--- src/rtl/core/boxcar_snr_threshold_detector_unit_assert.svh ---
// Assertion macros for the boxcar S/N threshold detector.
// Included by the top level; depends on nothing else.
`ifndef BOXCAR_SNR_THRESHOLD_DETECTOR_UNIT_ASSERT_SVH
`define BOXCAR_SNR_THRESHOLD_DETECTOR_UNIT_ASSERT_SVH

// Same-cycle implication, checked outside reset.
`define BSD_ASSERT_NOW(lbl, clk, rst_n, ante, cons, msg) \
    lbl: assert property (@(posedge clk) disable iff (!(rst_n)) (ante) |-> (cons)) \
        else $error(msg);

// Next-cycle implication, checked outside reset.
`define BSD_ASSERT_NEXT(lbl, clk, rst_n, ante, cons, msg) \
    lbl: assert property (@(posedge clk) disable iff (!(rst_n)) (ante) |=> (cons)) \
        else $error(msg);

`endif

--- src/rtl/core/bsd_pkg.sv ---
// Shared constants, types and the coefficient table of the boxcar detector.
// Used by the search unit and the top level; depends on nothing.
package bsd_pkg;

    localparam int PIXELS      = 4096;
    localparam int WINDOWS     = 16;
    localparam int SAMPLE_BITS = 16;

    localparam int PIX_BITS   = 12;
    localparam int DM_BITS    = 8;
    localparam int TIME_BITS  = 16;
    localparam int SN_BITS    = 33;
    localparam int WIDTH_BITS = 5;

    localparam int ROW_BITS  = $clog2(PIXELS);
    localparam int IDX_BITS  = (WINDOWS > 1) ? $clog2(WINDOWS) : 1;
    localparam int SUM_BITS  = SAMPLE_BITS + IDX_BITS + 1;
    localparam int COEF_BITS = 17;
    localparam int PROD_BITS = SUM_BITS + COEF_BITS + 1;
    localparam int ROW_WIDTH = WINDOWS * SAMPLE_BITS;

    localparam logic [SN_BITS-1:0] SN_MAX       = {SN_BITS{1'b1}};
    localparam logic [SN_BITS-1:0] THRESH_RESET = SN_BITS'(393216);

    typedef logic [WINDOWS-1:0][SAMPLE_BITS-1:0] t_row;
    typedef logic [WINDOWS-1:0][COEF_BITS-1:0]   t_coef_vec;

    typedef struct packed {
        logic                   done;
        logic [PROD_BITS-2:0]   sn;
        logic [WIDTH_BITS-1:0]  width;
    } t_srch_res;

    // Entry k-1 is round(65536/sqrt(k)): the largest n with k*(2n-1)^2 <= 2^34.
    function automatic t_coef_vec coef_table();
        t_coef_vec       tab;
        longint unsigned lo;
        longint unsigned hi;
        longint unsigned mid;
        longint unsigned odd;
        longint unsigned lim;
        lim = 64'd1 << 34;
        for (int k = 1; k <= WINDOWS; k++) begin
            lo = 64'd1;
            hi = 64'd65536;
            for (int i = 0; i < 20; i++) begin
                if (lo < hi) begin
                    mid = (lo + hi + 64'd1) >> 1;
                    odd = 64'd2 * mid - 64'd1;
                    if (longint'(k) * odd * odd <= lim) begin
                        lo = mid;
                    end else begin
                        hi = mid - 64'd1;
                    end
                end
            end
            tab[k-1] = COEF_BITS'(lo);
        end
        return tab;
    endfunction

    localparam t_coef_vec COEF = coef_table();

endpackage

--- src/rtl/core/bsd_search.sv ---
// Serial boxcar search: one window element per cycle through one multiplier.
// Depends on bsd_pkg for widths, the row type and the coefficient table.
module bsd_search (
    input  logic               i_clk,
    input  logic               i_rst_n,
    input  logic               i_start,
    input  bsd_pkg::t_row      i_row,
    output bsd_pkg::t_srch_res o_res
);

    logic                                 r_issue;
    logic                                 r_s1_vld;
    logic                                 r_s2_vld;
    logic                                 r_done;
    logic [bsd_pkg::IDX_BITS-1:0]         r_cnt;
    bsd_pkg::t_row                        r_shift;
    bsd_pkg::t_row                        n_shift;
    logic signed [bsd_pkg::SUM_BITS-1:0]  r_sum;
    logic signed [bsd_pkg::SUM_BITS-1:0]  w_elem;
    logic [bsd_pkg::IDX_BITS-1:0]         r_s1_w;
    logic                                 r_s1_last;
    logic signed [bsd_pkg::PROD_BITS-1:0] r_prod;
    logic signed [bsd_pkg::PROD_BITS-1:0] w_prod;
    logic [bsd_pkg::IDX_BITS-1:0]         r_s2_w;
    logic                                 r_s2_last;
    logic [bsd_pkg::PROD_BITS-2:0]        r_best_sn;
    logic [bsd_pkg::WIDTH_BITS-1:0]       r_best_w;
    logic                                 w_better;
    logic                                 w_last;

    assign w_elem = {{(bsd_pkg::SUM_BITS - bsd_pkg::SAMPLE_BITS){r_shift[0][bsd_pkg::SAMPLE_BITS-1]}},
                     r_shift[0]};
    assign w_last = (r_cnt == bsd_pkg::IDX_BITS'(bsd_pkg::WINDOWS - 1));
    assign w_prod = bsd_pkg::PROD_BITS'(r_sum * $signed({1'b0, bsd_pkg::COEF[r_s1_w]}));
    assign w_better = !r_prod[bsd_pkg::PROD_BITS-1] &&
                      (r_prod[bsd_pkg::PROD_BITS-2:0] > r_best_sn);

    always_comb begin
        for (int i = 0; i < bsd_pkg::WINDOWS - 1; i++) begin
            n_shift[i] = r_shift[i+1];
        end
        n_shift[bsd_pkg::WINDOWS-1] = '0;
    end

    always_ff @(posedge i_clk) begin
        if (!i_rst_n) begin
            r_issue  <= 1'b0;
            r_s1_vld <= 1'b0;
            r_s2_vld <= 1'b0;
            r_done   <= 1'b0;
        end else begin
            if (i_start) begin
                r_issue <= 1'b1;
                r_done  <= 1'b0;
            end else if (r_issue && w_last) begin
                r_issue <= 1'b0;
            end
            r_s1_vld <= r_issue && !i_start;
            r_s2_vld <= r_s1_vld && !i_start;
            if (r_s2_vld && r_s2_last && !i_start) begin
                r_done <= 1'b1;
            end
        end
    end

    always_ff @(posedge i_clk) begin
        if (i_start) begin
            r_cnt     <= '0;
            r_sum     <= '0;
            r_shift   <= i_row;
            r_best_sn <= '0;
            r_best_w  <= '0;
        end else begin
            if (r_issue) begin
                r_sum     <= r_sum + w_elem;
                r_shift   <= n_shift;
                r_s1_w    <= r_cnt;
                r_s1_last <= w_last;
                r_cnt     <= bsd_pkg::IDX_BITS'(r_cnt + 1'b1);
            end
            if (r_s1_vld) begin
                r_prod    <= w_prod;
                r_s2_w    <= r_s1_w;
                r_s2_last <= r_s1_last;
            end
            if (r_s2_vld && w_better) begin
                r_best_sn <= r_prod[bsd_pkg::PROD_BITS-2:0];
                r_best_w  <= bsd_pkg::WIDTH_BITS'(r_s2_w) + bsd_pkg::WIDTH_BITS'(1);
            end
        end
    end

    assign o_res.done  = r_done;
    assign o_res.sn    = r_best_sn;
    assign o_res.width = r_best_w;

endmodule
--- config.mk ---
export PLATFORM = sky130hd
export DESIGN_NAME = bsd_search
export DESIGN_NICKNAME = d
export VERILOG_FILES = /design/src/rtl/core/boxcar_snr_threshold_detector_unit_assert.svh /design/src/rtl/core/bsd_pkg.sv /design/src/rtl/core/bsd_search.sv
export SDC_FILE = /design/constraint.sdc
export NUM_CORES = 1
export LEC_CHECK = 0
export ABC_AREA = 1
export BUFFER_PORTS_ARGS = -buffer_cell sky130_fd_sc_hd__buf_2
export CORE_ASPECT_RATIO = 1.75
export CORE_UTILIZATION = 50
export DETAILED_ROUTE_END_ITERATION = 12
export GPL_TIMING_DRIVEN = 0
export PLACE_DENSITY_LB_ADDON = 0.3
export REMOVE_ABC_BUFFERS = 1
export SETUP_SLACK_MARGIN = 0.5
export SLEW_MARGIN = 0
export SYNTH_ARGS = -nofsm -noshare
export SYNTH_HDL_FRONTEND = slang
export SYNTH_SLANG_ARGS = --single-unit
export TNS_END_PERCENT = 5
--- constraint.sdc ---
create_clock -name i_clk -period 8.7 [get_ports i_clk]
set_input_delay 0.435 -clock i_clk [delete_from_list [all_inputs] [get_ports i_clk]]
set_output_delay 0.435 -clock i_clk [all_outputs]
set_load 0.01 [all_outputs]
==> results of run 1 <==
[flip-flops by register name, summed over array words and instances (netlist names), 4 cells and up, named ones only]
register / flops
r_shift: 16
n_shift: 240
r_best_w: 5
r_s1_w: 4
r_s2_w: 4
r_prod: 39
r_cnt: 4
r_sum: 21
r_best_sn: 38
[per-layer routing]
metal | wire length (um) | vias up | global-route usage
met3 | 4511 | 244 | 0.05532
met4 | 3793 | 34 | 0.1186
li1 | - | 11990 | -
met2 | 41370 | 637 | 0.4699
met1 | 26700 | 11430 | 0.2371
met5 | 198 | - | 0
[area by class of cell]
cell class | instances | area, um2
flip-flops and latches | 394 | 10940
clock inverters | 19 | 200.2
fillers | 5873 | 27950
clock buffers | 51 | 1041
multi-input cells | 2505 | 17450
inverters | 807 | 3044
diodes | 3 | 7.507
repair buffers | 310 | 1707
well taps | 806 | 1008
[worst min-delay path: cells and delay by family]
kind | cells | cell delay, ns
AND/OR/NAND/NOR | 1 | 0.05
buffers and inverters | 1 | 0.10
AO/OA/AOI/OAI | 1 | 0.03
[cell families (layout without fill, tap and decap cells)]
group                    after synthesis  after routing
AND/OR/NAND/NOR                     1713           1713
AO/OA/AOI/OAI                        242            242
XOR/XNOR                              32             32
other                                  0              3
buffers and inverters                968           1187
adder cells (fa/ha/maj)              518            518
flip-flops                           394            394
[per-stage QoR]
stage | util | power (uW)
global placement | 0.5354 | 5034
finish | 0.5589 | 6718
global route | 0.5588 | 7236
CTS | 0.5587 | 6786
detailed placement | 0.5391 | 5066
floorplan | - | 4316
[cell usage in the layout, fill, tap and decap left out, types with 5 or more instances in the layout]
| cell | n |
|---|---|
| a21boi_0 | 5 |
| a21o_1 | 10 |
| a21oi_1 | 134 |
| buf_2 | 301 |
| clkbuf_1 | 10 |
| clkbuf_16 | 39 |
| clkinv_1 | 5 |
| clkinv_2 | 6 |
| dfxtp_1 | 89 |
| edfxtp_1 | 305 |
| fa_1 | 357 |
| ha_1 | 161 |
| inv_1 | 801 |
| nand2_1 | 1423 |
| nand3_1 | 92 |
| nand4_1 | 15 |
| nor2_1 | 150 |
| nor3_1 | 14 |
| o21ai_0 | 68 |
| o21bai_1 | 8 |
| or2_2 | 6 |
| xnor2_1 | 9 |
| xor2_1 | 23 |
[power by group through the flow]
stage	registers [uW]	clock network (uW)	logic (uW)
floorplan	2460	0	1860
global placement	2560	0	2470
detailed placement	2550	0	2520
CTS	2510	1750	2530
global route	2530	1800	2910
finish	2510	1700	2510
[worst min-delay path by stage]
stage                                       to  slack, ns  depth (start not counted)
after floorplan            r_s2_last$_DFFE_PP_       0.40                          0
after global placement     r_s2_last$_DFFE_PP_       0.40                          0
after detailed placement   r_s2_last$_DFFE_PP_       0.42                          0
after CTS                 r_issue$_SDFFE_PN0P_       0.04                          3
after global routing      r_issue$_SDFFE_PN0P_       0.07                          3
final                     r_issue$_SDFFE_PN0P_       0.07                          3
==> results.toml, run 1 <==
[sta]
rsz0062_at_grt = "false"
slew_headroom = 0.2413
finalHoldViolations = 0
max_freq_mhz = 145.4
worst_pin_slew_ns = 1.137
finalSetupTns_ns = 0
skew_ns = 0.03582
drv_slew = 0
setup_ws_ns = 1.823
period_needed_ns = 6.877
period_share = 0.7904
setup_violations = 0
whs_ns = 0.07387

[drt]
wl_mm = 76.57
routedWlPerCell_um = 15.64
vias_per_cell = 4.971
drc_errors = 8
ant_nets = 0
vias = 24330
first_pass_iters = 11
drt_iter0_markers = 1029

[cts]
cts_setup_buffers = 0
cts_buffers = 39
clk_pin_slew_ns = 0.07
cts_htree_levels = 2
tritoncts = "built"
cts_root_buffer = "clkbuf_16"
clock-sinks = 394
clk_latency_ns = 0.60
clockBufferDepth = 3
cts.repair.resized = 0
ctsHoldBuffers = 0

[synth]
synth_compound_area_frac = 0.04136
synth_edf_count = 305
netlist_instances = 3867
netlist-cell-type-count = 39
synth-adder-area-share = 0.2857
seq_area_frac_synth = 0.3412
synth_most_common_cell = "nand2_1"
synth.avg_cell_area_um2 = 8.292
synthDominantCellAreaShare = 0.2856
synth.largest_area_cell = "edfxtp_1"
synth_common_cells = "nand2_1, inv_1, fa_1"
netlist_top_cells_area = "edfxtp_1, fa_1, nand2_1, inv_1, ha_1"
synth-simple-area-share = 0.2078
synthMuxAreaShare = 0
ys_ff_latch = 394
synth_top_family_by_area = "adder cells"
yosysWarnings = 0
async_flop_share = 0
netlist_area_um2 = 32060
ys.flop_type = "edfxtp_1"
synthXorXnorAreaFrac = 0.008741

[floorplan]
io_pins = 303
core_area_um2 = 63350
core.rowCount = 122
start_util = 0.5061
dieWidth_um = 193.4
die_area_um2 = 65180
die_y_um = 337.0

[grt]
grtUsageTotal = 0.2412
grt-ovfl-total = 0
grt_pass1_wl_mm = 124.5
antenna_found_initial = 19
grt_max_degree = 147
grt_pass1_vias = 25250

[power]
p_clk_frac = 0.253
comb_power_share = 0.373
seq_power_share = 0.373
sw_frac_of_total = 0.3828
pwr_density_cell_nw_per_um2 = 189.8
p_leak_uw = 0.01912
ir_drop_mv = 0.2405
internal_power_uw = 4147
power_switching_uw = 2572

[setup_path]
critPathBufInv = 3
cp.required_ns = 9.06
worstSetupPathDepth = 18
rr_worst_depth = 18
rr_endpoint = "r_prod[38]$_DFFE_PP_"
cp_slowest_cell = "dfxtp_1"
cp-endpoint = "r_prod[38]$_DFFE_PP_"
path_max_fanout = 19
critical_path.top_delay_family = "adder cells"
cp-start-kind = "flop"
crit_start = "r_sum[20]$_SDFFE_PP0P_"
ff2ff_setup_slack_ns = 1.82
path_cells = "nand2_1 -> fa_1 -> fa_1 -> inv_1 -> fa_1 -> inv_1 -> fa_1 -> fa_1 -> inv_1 -> fa_1 -> ha_1 -> a21o_1 -> a31oi_1 -> o21ai_0 -> a21oi_1 -> nand3_1 -> nand2_1 -> nand2_1"
r2r-start = "r_sum[20]$_SDFFE_PP0P_"
cpPeakStageDelay_ns = 0.98
path_class = "flop to flop"
end_kind = "flop"
path_common_cell = "fa_1"
arrival_ns = 7.23

[worst_hold_path]
hp-start = "i_rst_n"
min_path_type = "primary input to flop"

[run_status]
violations = "DRC"
status = "finished, violations left"

[placement]
place_worst_setup_slack_ns = 1.829
io_buffers = 302
gp_congestion = 0.9403
hpwl_mm = 59.51
placed_area_um2 = 34150
placedCellCount = 4822

[layout]
drive_gt1_frac = 0.09496
final-instance-count-excl-fill = 4895
design_area_um2 = 35400
areaGrowthSynthToFinish_pct = 10.42
final_nets = 4834

[job]
maxCapViolCount = 0
No activity file was read; power rests on OpenSTA's default activity.
==> run 2, diff against run 1 <==
- clock period: 8.7 -> 5.6 ns (I/O delays scaled with it)
==> results.toml, run 2 (synthesis results as in run 1) <==
[layout]
most-common-layout-cells = "nand2_1, inv_1, fa_1, edfxtp_1, buf_2"
design_area_um2 = 39250
areaGrowthSynthToFinish_pct = 22.42
final_common_cell = "nand2_1"
drive_gt1_frac = 0.1422
final_nets = 5137
largest_reg_flops = 240

[sta]
worst_pin_slew_ns = 0.9094
setup_ws_ns = -0.03840
period_needed_ns = 5.638
drv_slew = 0
period_share = 1.007
rsz0062_at_grt = "true"
slew_headroom = 0.3937
finalSetupTns_ns = -0.05517
setup_violations = 3
max_freq_mhz = 177.4
skew_ns = 0.03739
finalHoldViolations = 0

[cts]
clockBufferDepth = 3
clock-sinks = 394
cts_htree_levels = 2
cts_root_buffer = "clkbuf_16"
tritoncts = "built"
clk_latency_ns = 0.60
cts_buffers = 39
clk_pin_slew_ns = 0.07

[drt]
wl_mm = 86.97
drt_iter0_markers = 1390
drc_errors = 4
ant_nets = 0
first_pass_iters = 11
routedWlPerCell_um = 16.74
vias_per_cell = 5.104
vias = 26530

[worst_hold_path]
min_path_type = "primary input to flop"

[run_status]
status = "finished, violations left"
violations = "DRC, setup timing"

[setup_path]
arrival_ns = 5.99
cp-start-kind = "flop"
cp.required_ns = 5.95
path_max_fanout = 6
end_kind = "flop"
path_class = "flop to flop"

[floorplan]
dieWidth_um = 193.4
core_area_um2 = 63350
start_util = 0.5061
io_pins = 303
die_area_um2 = 65180
die_y_um = 337.0
core.rowCount = 122

[power]
p_leak_uw = 0.02053
pwr_density_cell_nw_per_um2 = 294.2
ir_drop_mv = 0.3641

[placement]
io_buffers = 302
gp_congestion = 0.9403
placed_area_um2 = 34150
hpwl_mm = 59.51

[grt]
grt_pass1_vias = 27730
grt_max_degree = 147
antenna_found_initial = 5
grtUsageTotal = 0.2696
grt_pass1_wl_mm = 138.6
grt-ovfl-total = 0

[job]
maxCapViolCount = 0
-- run 2: cell count changes in the layout (fill, tap and decap cells not counted), moves of 22 or more --
cell           change
nand2_1           -22
dfxtp_4           +33
dlygate4sd3_1    +248
a21oi_2           +23
ha_1              -26
a21oi_1           -26
buf_4             +38
dfxtp_1           -38
-- run 2: layout make-up --
type | count | area, um2
repair buffers | 613 | 4706
fillers | 5181 | 24100
inverters | 807 | 3059
clock inverters | 19 | 200.2
well taps | 806 | 1008
clock buffers | 51 | 1041
multi-input cells | 2505 | 18160
diodes | 2 | 5.005
flip-flops and latches | 394 | 11070
-- run 2: where the power goes --
group / switching (uW) / total, uW / internal, uW
clock network: 1220 / 2650 / 1420
logic: 2980 / 5030 / 2050
registers: 300 / 3870 / 3570
total: 4500 / 11500 / 7040
-- run 2: what timing repair did --
item,in CTS,in global routing
setup endpoints to repair,30,27
buffers inserted,43,12
hold buffers,248,0
endpoints found under the hold margin,251,0
pin swaps,45,45
resized for setup,201,68
-- run 2: worst paths after layout --
path                            to  slack (ns)                    from  cells after the start
min reg2reg    r_s2_last$_DFFE_PP_        0.43     r_s1_last$_DFFE_PP_                      0
max reg2reg   r_prod[38]$_DFFE_PP_       -0.04  r_sum[20]$_SDFFE_PP0P_                     20
min          r_shift[14]$_DFFE_PP_        0.02               i_row[14]                      3
max           r_prod[38]$_DFFE_PP_       -0.04  r_sum[20]$_SDFFE_PP0P_                     20
-- run 2: critical path: stages, from the launching register on --
cell        delay, ns
dfxtp_4          0.43
buf_6            0.16
nand2_2          0.07
fa_1             0.52
fa_1             0.55
clkinvlp_4       0.23
buf_6            0.19
fa_1             0.52
fa_2             0.46
fa_1             0.49
inv_1            0.05
fa_1             0.47
inv_1            0.06
ha_4             0.29
nand2_1          0.08
nor2_2           0.12
nand2_2          0.12
nor3_4           0.25
nand3_2          0.12
nand4_1          0.13
nand2_1          0.09
-- run 2: through the flow --
| step | hold WS (ns) | cells | worst slack [ns] | util | total power, uW |
|---|---|---|---|---|---|
| CTS | 0.001040 | 5183 | -0.02973 | 0.6139 | 11310 |
| finish | 0.01597 | 5197 | -0.03840 | 0.6196 | 11550 |
| detailed placement | 0.4164 | 4822 | -1.271 | 0.5391 | 7870 |
| floorplan | 0.3491 | 3706 | -0.6701 | - | 6706 |
| global route | 0.02100 | 5197 | -0.1885 | 0.6196 | 12320 |
| global placement | 0.4027 | 4814 | -8.277 | 0.5354 | 7821 |
-- run 2: routing by layer --
layer	GRT usage	vias up	part of all wire
met2	0.5256	995	0.54
li1	-	12590	-
met4	0.1607	6	0.068
met1	0.2656	12610	0.33
met5	0	-	0.00037
met3	0.04381	328	0.058
